$ cat config.mk
export PLATFORM = sky130hd
export DESIGN_NAME = ssca_div
export DESIGN_NICKNAME = d
export VERILOG_FILES = /design/src/hdl/ssca_pkg.sv /design/src/hdl/ssca_div.sv
export SDC_FILE = /design/constraint.sdc
export NUM_CORES = 1
export LEC_CHECK = 0
export BUFFER_PORTS_ARGS = -buffer_cell sky130_fd_sc_hd__buf_2
export CORE_MARGIN = 10
export CORE_UTILIZATION = 65
export DETAILED_ROUTE_END_ITERATION = 7
export GPL_ROUTABILITY_DRIVEN = 0
export PLACE_DENSITY = 0.86
export SLEW_MARGIN = 20
export SYNTH_ARGS = -nofsm -noshare
export SYNTH_HDL_FRONTEND = slang
export SYNTH_SLANG_ARGS = --single-unit
$ cat constraint.sdc
create_clock -name clock -period 9.5 [get_ports clock]
set_input_delay 0.95 -clock clock [delete_from_list [all_inputs] [get_ports clock]]
set_output_delay 0.95 -clock clock [all_outputs]
set_load 0.005 [all_outputs]
$ cat src/hdl/ssca_pkg.sv
// Shared types, codes and constants for the slab size-class allocator.
// No dependencies; imported by every module of the block.
package ssca_pkg;

   localparam int NUM_CLASSES_DEF = 10;
   localparam int SLAB_SLOTS_DEF  = 16;
   localparam int SLAB_BYTES_DEF  = 65536;
   localparam int MAX_OBJECTS_DEF = 1364;

   localparam int WORD_W     = 64;
   localparam int SIZE_W     = 32;
   localparam int CLS_W      = 4;
   localparam int CLS_N      = 16;
   localparam int STRIDE_W   = 21;
   localparam int STAT_W     = 3;
   localparam int CSR_IDX_W  = 2;
   localparam int REQ_DATA_W = 96;
   localparam int RSP_DATA_W = 72;

   localparam int SLAB_HDR_BYTES  = 64;
   localparam int OBJ_HDR_BYTES   = 16;
   localparam int MIN_CLASS_BYTES = 32;

   typedef enum logic [STAT_W-1:0] {
      STAT_ALLOC,
      STAT_FREED,
      STAT_ZERO,
      STAT_PASS,
      STAT_NOSLAB,
      STAT_DOUBLE,
      STAT_OUTSIDE
   } ssca_status_type;

   typedef enum logic [CSR_IDX_W-1:0] {
      CSR_REGION_BASE,
      CSR_HEAP_LOWER,
      CSR_HEAP_UPPER
   } ssca_csr_type;

   typedef enum logic [3:0] {
      S_IDLE,
      S_ASCAN,
      S_ACLAIM,
      S_APOP,
      S_AMUL,
      S_ASUM,
      S_ACHK,
      S_FSCAN,
      S_FCHK,
      S_FDIV,
      S_FMARK,
      S_DONE
   } ssca_state_type;

   typedef struct packed {
      logic stk_we;
      logic mark_we;
      logic mark_wd;
   } ssca_mem_ctl_type;

   function automatic logic [STRIDE_W-1:0] class_stride(input logic [CLS_W-1:0] cls);
      return (STRIDE_W'(MIN_CLASS_BYTES) << cls) + STRIDE_W'(OBJ_HDR_BYTES);
   endfunction

endpackage

$ cat src/hdl/ssca_div.sv
// Restoring divider, one quotient bit per cycle; splits a slab offset into
// object number and a zero-remainder flag. Depends on ssca_pkg for the stride width.
module ssca_div #(
   parameter int OFF_W  = 16,
   parameter int QUOT_W = 11
) (
   input  logic                          clock,
   input  logic                          reset,
   input  logic                          start,
   input  logic [OFF_W-1:0]              dividend,
   input  logic [ssca_pkg::STRIDE_W-1:0] divisor,
   output logic                          done,
   output logic [QUOT_W-1:0]             quot,
   output logic                          rem_zero
);
   import ssca_pkg::*;

   localparam int REM_W = ((OFF_W > STRIDE_W + QUOT_W) ? OFF_W : STRIDE_W + QUOT_W) + 1;
   localparam int BIT_W = (QUOT_W > 1) ? $clog2(QUOT_W) : 1;

   logic                busy_ff, busy_in;
   logic                done_ff, done_in;
   logic [BIT_W-1:0]    bit_ff, bit_in;
   logic [REM_W-1:0]    rem_ff, rem_in;
   logic [STRIDE_W-1:0] dsr_ff, dsr_in;
   logic [QUOT_W-1:0]   quot_ff, quot_in;
   logic [REM_W-1:0]    shifted;

   assign shifted = REM_W'(dsr_ff) << bit_ff;

   always_comb begin
      busy_in = busy_ff;
      done_in = 1'b0;
      bit_in  = bit_ff;
      rem_in  = rem_ff;
      dsr_in  = dsr_ff;
      quot_in = quot_ff;
      if (start) begin
         busy_in = 1'b1;
         bit_in  = BIT_W'(QUOT_W - 1);
         rem_in  = REM_W'(dividend);
         dsr_in  = divisor;
         quot_in = '0;
      end else if (busy_ff) begin
         if (rem_ff >= shifted) begin
            rem_in          = rem_ff - shifted;
            quot_in[bit_ff] = 1'b1;
         end
         if (bit_ff == '0) begin
            busy_in = 1'b0;
            done_in = 1'b1;
         end else begin
            bit_in = bit_ff - BIT_W'(1);
         end
      end
   end

   always_ff @(posedge clock) begin
      if (reset) begin
         busy_ff <= 1'b0;
         done_ff <= 1'b0;
      end else begin
         busy_ff <= busy_in;
         done_ff <= done_in;
      end
      bit_ff  <= bit_in;
      rem_ff  <= rem_in;
      dsr_ff  <= dsr_in;
      quot_ff <= quot_in;
   end

   assign done     = done_ff;
   assign quot     = quot_ff;
   assign rem_zero = (rem_ff == '0);

endmodule

# After elaboration in Yosys (flattened, before gate mapping)
# Cells that the tools add are included.
# word_totals
output_inout_bits,13
inputBits,40
register_bits,71
# classes
bitwise,3
shifts,1
n_addsub,2
n_reduce_logical,9
order_cmp,3
mux,9
# ops
cell,n
16-bit 2-to-1 mux,3
33-bit >= comparator,1
33-bit logical NOT,1
21-bit by 4-bit << shifter with 33-bit output,1
33-bit subtractor,1
11-bit OR,1
2-bit AND reduction,3
4-bit by 5-bit < comparator with 1-bit output (second input constant),1
1-bit 2-to-1 mux,5
1-bit demux with 4-bit select,1
4-bit by 1-bit >= comparator with 1-bit output (second input constant),1
4-bit logical NOT,1
2-bit nonzero test,2
4-bit by 1-bit subtractor with 4-bit output (second input constant),1
3-bit OR reduction,1
1-bit inverter,2
1-bit logical AND,1

# Longest topological paths before layout
# Gate-level depths: netlist (run 1).
# logic_depth
ltp_word,5
depth_mapped,21

# Least setup slack after synthesis (run 1)
# Ideal clock, no wire load.
# synth_path
path_type,reg2reg
from,register bit_ff[1]
to,register rem_ff[0] (enable)
path_slack_ns,5.017
required_ns,9.136
arrival_ns,4.119
setup_ns,0.364
path_stages_with_launch,20
path_cell_list,dfxtp_1 -> clkbuf_1 -> clkbuf_1 -> clkbuf_1 -> a211oi_1 -> a21oi_1 -> mux2i_1 -> nand2_1 -> o21ai_0 -> ha_1 -> buf_6 -> a21oi_4 -> o21ai_2 -> or3_1 -> o32a_1 -> a311o_1 -> a21boi_1 -> buf_4 -> buf_12 -> nand2_1
# synth_between
elab_chain_len,4
# synth_rtl
item,line_no,source
from (decl),ssca_div.sv:23,"logic [BIT_W-1:0] bit_ff, bit_in;"
from (signal assigned),ssca_div.sv:66,bit_ff <= bit_in;
21-bit by 4-bit << shifter with 33-bit output,ssca_div.sv:29,assign shifted = REM_W'(dsr_ff) << bit_ff;
33-bit >= comparator,ssca_div.sv:45,if (rem_ff >= shifted) begin
2-bit nonzero test (no line),n/a,
2-bit AND reduction (no line),n/a,
to (signal assigned),ssca_div.sv:67,rem_ff <= rem_in;
to (decl),ssca_div.sv:24,"logic [REM_W-1:0] rem_ff, rem_in;"
# Every way passes these cells.
# A chain may end at the register's enable or synchronous reset.

# Worst setup path in the final report (run 1)
# layout_path
from,register bit_ff[0]
to,register rem_ff[20]
# layout_between
elab_chain_len,3
# layout_rtl
item,line_no
21-bit by 4-bit << shifter with 33-bit output (*),ssca_div.sv:29
33-bit >= comparator,ssca_div.sv:45
2-bit AND reduction (no line),n/a
# Mark *: on every way between the ends. The rest lies on a longest branch, timed or not.

==> results of run 1 <==
==> final cells by class <==
| cell class | count | area [µm²] |
|---|---|---|
| Clock buffer | 11 | 153 |
| Clock inverter | 5 | 53.8 |
| Fill cell | 658 | 2310 |
| Inverter | 14 | 52.6 |
| Multi-Input combinational cell | 518 | 3430 |
| Sequential cell | 71 | 1790 |
| Tap cell | 105 | 131 |
| Timing Repair Buffer | 57 | 298 |
==> logic make-up (layout without fill, tap and decap cells) <==
| family | Yosys count | in the layout | share of synthesized area |
|---|---|---|---|
| DFF | 71 | 71 | 0.327 |
| xor gates and xnor gates | 31 | 31 | 0.0496 |
| buffers and inverters | 51 | 87 | 0.0464 |
| adders and majority gates | 38 | 38 | 0.0883 |
| AOI/OAI and AO/OA | 187 | 187 | 0.217 |
| muxes | 35 | 35 | 0.0757 |
| and+or+nand+nor | 227 | 227 | 0.195 |
==> final timing paths <==
check / depth (start not counted) / start / slack (ps) / to
setup / recovery: 15 / bit_ff[0]$_SDFFE_PP0P_ / 4540 / rem_ff[20]$_SDFFE_PP0P_
hold / removal: 2 / quot[5]$_SDFFE_PP0P_ / 470 / quot[5]$_SDFFE_PP0P_
setup reg to reg: 15 / bit_ff[0]$_SDFFE_PP0P_ / 4540 / rem_ff[20]$_SDFFE_PP0P_
hold reg to reg: 2 / quot[5]$_SDFFE_PP0P_ / 470 / quot[5]$_SDFFE_PP0P_
==> routing by layer <==
layer | vias to the layer above | wire, µm | track usage
met5 | - | 0 | 0
met4 | 0 | 618 | 0.109
met3 | 53 | 1440 | 0.0515
met2 | 284 | 6520 | 0.343
met1 | 2315 | 5890 | 0.277
li1 | 2409 | - | -
==> cell usage in the layout, fill, tap and decap left out, drive strengths merged, types with 5 or more instances in the layout <==
cell,Yosys,final
a21oi,65,65
inv,14,15
ha,37,37
o21a,6,6
edfxtp,37,37
buf,10,57
and3,6,6
nor4,9,9
nand4,11,11
xnor2,14,14
nor3,10,10
mux2i,20,20
or2,5,5
clkbuf,27,11
nand2,97,97
nor2b,11,11
mux2,11,11
o21ai,49,49
nand3,17,17
nor2,43,43
a21o,18,18
a31oi,18,18
dfxtp,34,34
xor2,17,17
==> where the power goes <==
part	internal, W	switching [W]
Sequential	0.000354	0.0000203
Combinational	0.000177	0.000280
Clock	0.000137	0.000121
Total	0.000668	0.000421
==> critical path: stages, from the launching register on <==
cell and delay (ps):
dfxtp_1 530, buf_4 340, mux4_2 570, mux2i_1 240, nor2_1 70, a21oi_1 230
ha_1 330, and4_1 290, nand4_1 110, nor4_1 460, a41oi_1 200, o21ai_1 120
a31oi_1 170, a21bo_1 820, nand2_1 200, a21oi_1 180
==> through the flow <==
stage,cells,worst slack [ps],power (W)
finish,781,4540,0.00109
global route,781,4250,0.00114
CTS,781,4810,0.00107
detailed placement,765,4840,0.000815
global placement,765,4890,0.000804
floorplan,640,5020,0.000720
==> sequential cells by signal, indices dropped and copies added (netlist names) <==
name	count
done	1
rem_ff	33
busy_ff	1
dsr_ff	21
bit_ff	4
quot	11
==> flow_summary.json, run 1 <==
{
  "crit_required_ps": 9780,
  "finClkSkew_ps": 10.5,
  "yosys.area.top_type": "edfxtp_1",
  "rsz0062_at_grt": "no",
  "clock-root-buffer": "clkbuf_8",
  "grt_pass1_wl_um": 23100,
  "layout-drive-gt1-share": 0.163,
  "numPortBuffers": 52,
  "cts_max_level": 3,
  "dpl.hpwl_um": 10600,
  "cts_setup_buffers": 0,
  "via_per_inst": 6.48,
  "yosysMostFrequentCell": "nand2_1",
  "start_util": 0.666,
  "max_freq_ghz": 0.202,
  "ys_top_cells_by_count": "92 x nand2_1, 56 x a21oi_1, 46 x o21ai_0",
  "p_leak_nw": 2.55,
  "io-pin-count": 53,
  "fin_util": 0.719,
  "finalSetupTns_ps": 0,
  "die_w_um": 112,
  "antenna_found_initial": 0,
  "cts_resized": 0,
  "row_count": 33,
  "cts.sink_count": 71,
  "synth_ff_type": "edfxtp_1",
  "synthArstFlopShare": 0,
  "hold_viol": 0,
  "maxCapViolCount": 0,
  "synthTopCellsByArea": "edfxtp_1 20%, dfxtp_1 12%, ha_1 8.5%, nand2_1 6.3%, a21oi_1 5.1%",
  "numCtsBuffers": 9,
  "avgSynthCellArea_um2": 8.55,
  "min_path_type": "flip-flop to flip-flop",
  "setup_viol": 0,
  "synth_cells": 640,
  "tritoncts": "yes",
  "areaGrowthSynthToFinish_pct": 7.93,
  "powerDensity_nw_per_um2": 184,
  "path_clk_slew_ps": 80,
  "clockBufferDepth": 2,
  "status": "completed",
  "finalCritPeriodShare": 0.522,
  "placed_area_um2": 5700,
  "via_count": 5061,
  "drv_slew": 0,
  "crit_path_start_kind": "flip-flop",
  "criticalPathCategory": "flip-flop to flip-flop",
  "synth.yosys.warnings": 0,
  "core-area_um2": 8220,
  "avgRoutedWirePerCell_um": 18.5,
  "synth_edf_count": 37,
  "relSlewSlack": 0.401,
  "ant_nets": 0,
  "grt_max_degree": 82,
  "worstSetupEndpointType": "flip-flop",
  "drt-total-wl_um": 14500,
  "cp.arrival_ps": 5250,
  "diodes": 0,
  "period_minus_slack_ps": 4960,
  "tightest_slew_ps": 897,
  "drtIter0Drc": 467,
  "syn-num-nets": 718,
  "die_area_um2": 12500,
  "ys_seq_area_frac": 0.327,
  "nNetsFinal": 749,
  "track_usage": 0.219,
  "drt_pass1_iterations": 6,
  "ys_ff_latch": 71,
  "synth_area_um2": 5470,
  "worstSkewPairLatency_ps": 360,
  "drc": 0,
  "cts_hold_buf": 0,
  "synth_top_area_frac": 0.203,
  "grt_pass1_vias": 4857,
  "ir_worst_vdd_mv": 0.0987,
  "hold_ws_ps": 466,
  "die_y_um": 112,
  "synth_cell_types": 67,
  "fin_area_um2": 5910,
  "path_max_fanout": 28,
  "grt_remaining_overflow": 0
}
Power figures use the tool's default switching activity.
==> run 2, diff against run 1 <==
CORE_UTILIZATION = 61   (was 65)
PLACE_DENSITY = 0.82   (was 0.86)
clock period = 5.15 ns   (was 9.5 ns; I/O delays follow)
==> run 2 against run 1 <==
  * Setup slack worse by 4000 ps
  * Clock skew is 1.7 ps higher
  * First-iteration DRC count is 8.4% higher
  * Critical path depth is 1 higher
  * Combinational power is 84% higher
  * Non-clock buffer count is 2 higher
  * Cell area is 0.57% higher
  * Global-route usage is 0.91 points lower
  * Sequential power is 84% higher
  * Cell count is 0.64% higher
  * Critical endpoint is now rem_ff[14]$_DFFE_PP_
  * Largest cell class unchanged
  * Largest power group unchanged
==> flow_summary.json, run 2 (synthesis results as in run 1) <==
{
  "status": "completed",
  "path_clk_slew_ps": 80,
  "r2r_end": "rem_ff[14]$_DFFE_PP_",
  "dp_slack_ps": 611,
  "cts_max_level": 3,
  "period_minus_slack_ps": 4610,
  "path_max_fanout": 34,
  "worstRegToRegCells": 16,
  "areaGrowthSynthToFinish_pct": 8.55,
  "worst-path-buf-inv": 1,
  "nNetsFinal": 751,
  "via_count": 4985,
  "track_usage": 0.210,
  "final_common_cell": "nand2_1",
  "antenna_found_initial": 0,
  "start_util": 0.627,
  "core-area_um2": 8720,
  "grt_remaining_overflow": 0,
  "powerDensity_nw_per_um2": 339,
  "cts_hold_buf": 0,
  "cts_setup_buffers": 0,
  "swShare": 0.387,
  "crit_required_ps": 5090,
  "dpl.hpwl_um": 10600,
  "drc": 0,
  "finalSetupTns_ps": 0,
  "min_path_type": "primary input to flip-flop",
  "io-pin-count": 53,
  "slowest_stage": "nand2_1",
  "tritoncts": "yes",
  "regMostFlops": "rem_ff",
  "clock-root-buffer": "clkbuf_8",
  "layout-drive-gt1-share": 0.167,
  "critical-path-top-delay-family": "compound AO/OA/AOI/OAI gates",
  "cts_resized": 0,
  "crit_path_start_kind": "flip-flop",
  "crit_chain": "buf_12 -> mux2_2 -> o21ai_0 -> nor2_1 -> a21oi_1 -> nor2_1 -> a31oi_1 -> ha_1 -> a21oi_1 -> o21ai_0 -> nand3_1 -> nand3_2 -> o32a_1 -> a311o_1 -> a21boi_1 -> nand2_1",
  "seqPwrFrac": 0.342,
  "die_y_um": 115,
  "die_area_um2": 13200,
  "cp.arrival_ps": 4540,
  "clockPowerShare": 0.238,
  "largest_reg_flops": 33,
  "min_to": "dsr_ff[6]$_DFFE_PP_",
  "p_comb_frac": 0.419,
  "relSlewSlack": 0.410,
  "via_per_inst": 6.34,
  "diodes": 0,
  "max_freq_ghz": 0.217,
  "worst_slack_ps": 541,
  "switching_power_w": 0.000779,
  "grt_pass1_wl_um": 22800,
  "worstSetupEndpointType": "flip-flop",
  "p_int_w": 0.00124,
  "fin_area_um2": 5940,
  "maxCapViolCount": 0,
  "drt-total-wl_um": 14100,
  "finalCritPeriodShare": 0.895,
  "tightest_slew_ps": 885,
  "worstSkewPairLatency_ps": 360,
  "placed_area_um2": 5730,
  "cts.sink_count": 71,
  "p_leak_nw": 2.57,
  "hold_viol": 0,
  "grt_pass1_vias": 4699,
  "ant_nets": 0,
  "clockBufferDepth": 2,
  "avgRoutedWirePerCell_um": 18.0,
  "rrSetupSlack_ps": 540,
  "setup_viol": 0,
  "numCtsBuffers": 9,
  "regToRegStartpoint": "bit_ff[1]$_SDFFE_PP1P_",
  "numPortBuffers": 52,
  "hold_start": "divisor[6]",
  "criticalPathCategory": "flip-flop to flip-flop",
  "drtIter0Drc": 506,
  "drv_slew": 0,
  "hold_ws_ps": 331,
  "final_cell_mix": "92 x nand2_1, 56 x a21oi_1, 52 x buf_2",
  "die_w_um": 115,
  "ir_worst_vdd_mv": 0.194,
  "row_count": 34,
  "grt_max_degree": 81,
  "max_stage_delay_ps": 460,
  "hold_path_depth": 1,
  "drt_pass1_iterations": 5,
  "finClkSkew_ps": 12.2,
  "rsz0062_at_grt": "no"
}
-- run 2: stage by stage --
stage                util  power (W)  std cells
global placement    0.657    0.00149        770
CTS                 0.681    0.00200        786
global route        0.681    0.00213        786
floorplan               -    0.00133        640
finish              0.681    0.00202        786
detailed placement  0.657    0.00151        770
-- run 2: worst max-delay path by stage --
stage | cells past startpoint | end | slack [ps] | startpoint
final | 16 | rem_ff[14]$_DFFE_PP_ | 540 | bit_ff[1]$_SDFFE_PP1P_
after global routing | 16 | rem_ff[1]$_DFFE_PP_ | 220 | bit_ff[1]$_SDFFE_PP1P_
after CTS | 16 | rem_ff[1]$_DFFE_PP_ | 600 | bit_ff[1]$_SDFFE_PP1P_
after detailed placement | 16 | rem_ff[10]$_DFFE_PP_ | 610 | bit_ff[1]$_SDFFE_PP1P_
after global placement | 16 | rem_ff[2]$_DFFE_PP_ | 780 | bit_ff[1]$_SDFFE_PP1P_
after floorplan | 19 | rem_ff[0]$_DFFE_PP_ | 670 | bit_ff[1]$_SDFFE_PP1P_
-- run 2: cell type report --
cell class	instances	area [µm²]
repair buffers	59	325
multi-input cells	518	3430
flip-flops and latches	71	1790
well taps	108	135
fillers	708	2780
clock buffers	11	153
clock inverters	5	56.3
inverters	14	52.6
-- run 2: worst reg2reg max path: stages, from the launching register on --
cell and delay [ps]:
dfxtp_1 370, buf_12 210, mux2_2 410, o21ai_0 250, nor2_1 70, a21oi_1 180
nor2_1 60, a31oi_1 250, ha_1 350, a21oi_1 180, o21ai_0 160, nand3_1 140
nand3_2 120, o32a_1 380, a311o_1 400, a21boi_1 180, nand2_1 460
-- run 2: power by group through the flow --
stage / Combinational [W] / Clock, W / Sequential [W]
6_report: 0.000845 / 0.000480 / 0.000690
4_1_cts: 0.000823 / 0.000484 / 0.000689
2_1_floorplan: 0.000644 / 0 / 0.000684
5_1_grt: 0.000916 / 0.000514 / 0.000695
3_3_place_gp: 0.000794 / 0 / 0.000699
3_5_place_dp: 0.000812 / 0 / 0.000702
-- run 2: routing by layer --
| metal | up-vias | GRT usage | wire length (µm) |
|---|---|---|---|
| met4 | 0 | 0.0957 | 456 |
| met5 | - | 0 | 0 |
| li1 | 2410 | - | - |
| met1 | 2270 | 0.288 | 6060 |
| met3 | 33 | 0.0335 | 1290 |
| met2 | 272 | 0.318 | 6330 |
==> run 3, diff against run 2 <==
BUFFER_PORTS_ARGS = default   (was -buffer_cell sky130_fd_sc_hd__buf_2)
CORE_UTILIZATION = 65   (was 61)
DONT_BUFFER_PORTS = 1   (was default)
PLACE_DENSITY = 0.81   (was 0.82)
==> run 3 against run 2 <==
  * Via count down 2.7%
  * Setup slack got worse by 180 ps
  * Cell count is 6.7% lower
  * Highest routed layer unchanged
  * Critical endpoint is now rem_ff[24]$_SDFFE_PP0P_
  * First-iteration DRC count fell by 21%
  * Power shrank 2.3%
  * Sequential power about the same
  * Clock power down 3%
  * Non-clock buffer count shrank 50
==> flow_summary.json, run 3 (synthesis results as in run 1) <==
{
  "finalSetupTns_ps": 0,
  "rrSetupSlack_ps": 360,
  "slowest_stage": "dfxtp_1",
  "hold_ws_ps": 216,
  "clockBufferDepth": 2,
  "track_usage": 0.216,
  "start_util": 0.666,
  "cts_max_level": 3,
  "numCtsBuffers": 9,
  "path_max_fanout": 19,
  "drtIter0Drc": 399,
  "drt-total-wl_um": 14100,
  "crit_required_ps": 5450,
  "cts.sink_count": 71,
  "cts_hold_buf": 0,
  "dpl.hpwl_um": 10700,
  "core-area_um2": 8220,
  "max_stage_delay_ps": 760,
  "ant_nets": 0,
  "crit_chain": "inv_1 -> a211oi_1 -> a21oi_1 -> mux2i_1 -> nand2_1 -> o21ai_0 -> ha_1 -> and4_1 -> nand4_1 -> nor4_1 -> a41oi_1 -> o21ai_1 -> a31oi_1 -> a21boi_1 -> buf_4 -> or4_1 -> nand3_1",
  "antenna_found_initial": 0,
  "row_count": 33,
  "largest_reg_flops": 33,
  "cp-startpoint": "bit_ff[0]$_SDFFE_PP0P_",
  "crit_path_end": "rem_ff[24]$_SDFFE_PP0P_",
  "crit_path_start_kind": "flip-flop",
  "drt_pass1_iterations": 6,
  "period_minus_slack_ps": 4790,
  "min_path_type": "primary input to flip-flop",
  "r2r_end": "rem_ff[24]$_SDFFE_PP0P_",
  "p_leak_nw": 2.34,
  "numPortBuffers": 0,
  "die_y_um": 112,
  "regMostFlops": "rem_ff",
  "hold_viol": 0,
  "status": "completed",
  "fillerInstances": 689,
  "finClkSkew_ps": 14.4,
  "grt_remaining_overflow": 0,
  "tightest_slew_ps": 688,
  "hold_start": "reset",
  "worstRegToRegCells": 17,
  "fin_util": 0.690,
  "grt_pass1_wl_um": 22900,
  "layout-drive-gt1-share": 0.102,
  "worstSkewPairLatency_ps": 360,
  "cts_resized": 0,
  "finalCritPeriodShare": 0.929,
  "grt_pass1_vias": 4681,
  "regToRegStartpoint": "bit_ff[0]$_SDFFE_PP0P_",
  "tritoncts": "yes",
  "via_per_inst": 6.62,
  "die_w_um": 112,
  "cp.arrival_ps": 5090,
  "grt_max_degree": 82,
  "maxCapViolCount": 0,
  "final_common_cell": "nand2_1",
  "nNetsFinal": 701,
  "drv_slew": 0,
  "avgRoutedWirePerCell_um": 19.2,
  "diodes": 0,
  "powerDensity_nw_per_um2": 347,
  "setup_viol": 0,
  "ir_worst_vdd_mv": 0.219,
  "path_clk_slew_ps": 80,
  "cts_setup_buffers": 0,
  "io-pin-count": 53,
  "clock-root-buffer": "clkbuf_8",
  "via_count": 4851,
  "drc": 0,
  "rsz0062_at_grt": "no",
  "worstSetupEndpointType": "flip-flop",
  "die_area_um2": 12500,
  "areaGrowthSynthToFinish_pct": 3.64,
  "final_cell_mix": "91 x nand2_1, 56 x a21oi_1, 46 x o21ai_0",
  "relSlewSlack": 0.540,
  "max_freq_ghz": 0.209,
  "criticalPathCategory": "flip-flop to flip-flop"
}
[run 3: cell count changes in the layout (fill, tap and decap cells not counted)]
cell,delta
clkbuf_8,+1
clkinvlp_4,-1
nand2_1,-1
buf_4,+3
nand2_2,+1
inv_6,+1
clkbuf_16,-1
buf_2,-52
buf_12,-1
[run 3: metrics by stage]
step | total power (W) | std cells | setup slack [ps] | area, µm²
floorplan | 0.00133 | 640 | 667 | 5470
CTS | 0.00195 | 733 | 382 | 5670
global route | 0.00207 | 733 | 23.2 | 5670
detailed placement | 0.00149 | 717 | 412 | 5470
global placement | 0.00147 | 717 | 618 | 5470
finish | 0.00197 | 733 | 363 | 5670
[run 3: critical path: cells and delay by family (launching register included)]
kind	cells	cell delay, ps
multiplexers	1	240
AO/OA/AOI/OAI	7	1180
flip-flops	1	760
AND/OR/NAND/NOR	6	1590
adder cells (fa/ha/maj)	1	320
buffers and inverters	2	640
[run 3: power by group]
group          switching [W]  leakage [nW]  internal (W)
Combinational       0.000490          1.60      0.000320
Sequential         0.0000392         0.639      0.000653
Clock               0.000230         0.104      0.000238
Total               0.000759          2.34       0.00121
[run 3: metal layers]
metal	track usage	routed length, µm	up-vias
met5	0	0	-
met4	0.108	565	0
met3	0.0542	1200	48
met2	0.327	6300	248
met1	0.280	6000	2247
li1	-	-	2308
[run 3: layout make-up]
| cell class | instances | area (µm²) | share of cell area |
|---|---|---|---|
| multi-input combinational | 518 | 3430 | 0.605 |
| sequential | 71 | 1790 | 0.316 |
| clock buffer | 11 | 141 | 0.0249 |
| tap | 105 | 131 | 0.0232 |
| timing repair buffer | 9 | 67.6 | 0.0119 |
| clock inverter | 5 | 57.6 | 0.0102 |
| inverter | 14 | 52.6 | 0.00927 |
[run 3: worst min-delay path by stage]
stage / slack, ps / to / cells after the start
global route: 210 / busy_ff$_SDFF_PP0_ / 1
global placement: 450 / rem_ff[18]$_SDFFE_PP0P_ / 2
CTS: 220 / busy_ff$_SDFF_PP0_ / 1
finish: 220 / busy_ff$_SDFF_PP0_ / 1
detailed placement: 460 / rem_ff[18]$_SDFFE_PP0P_ / 2
floorplan: 450 / rem_ff[20]$_SDFFE_PP0P_ / 2
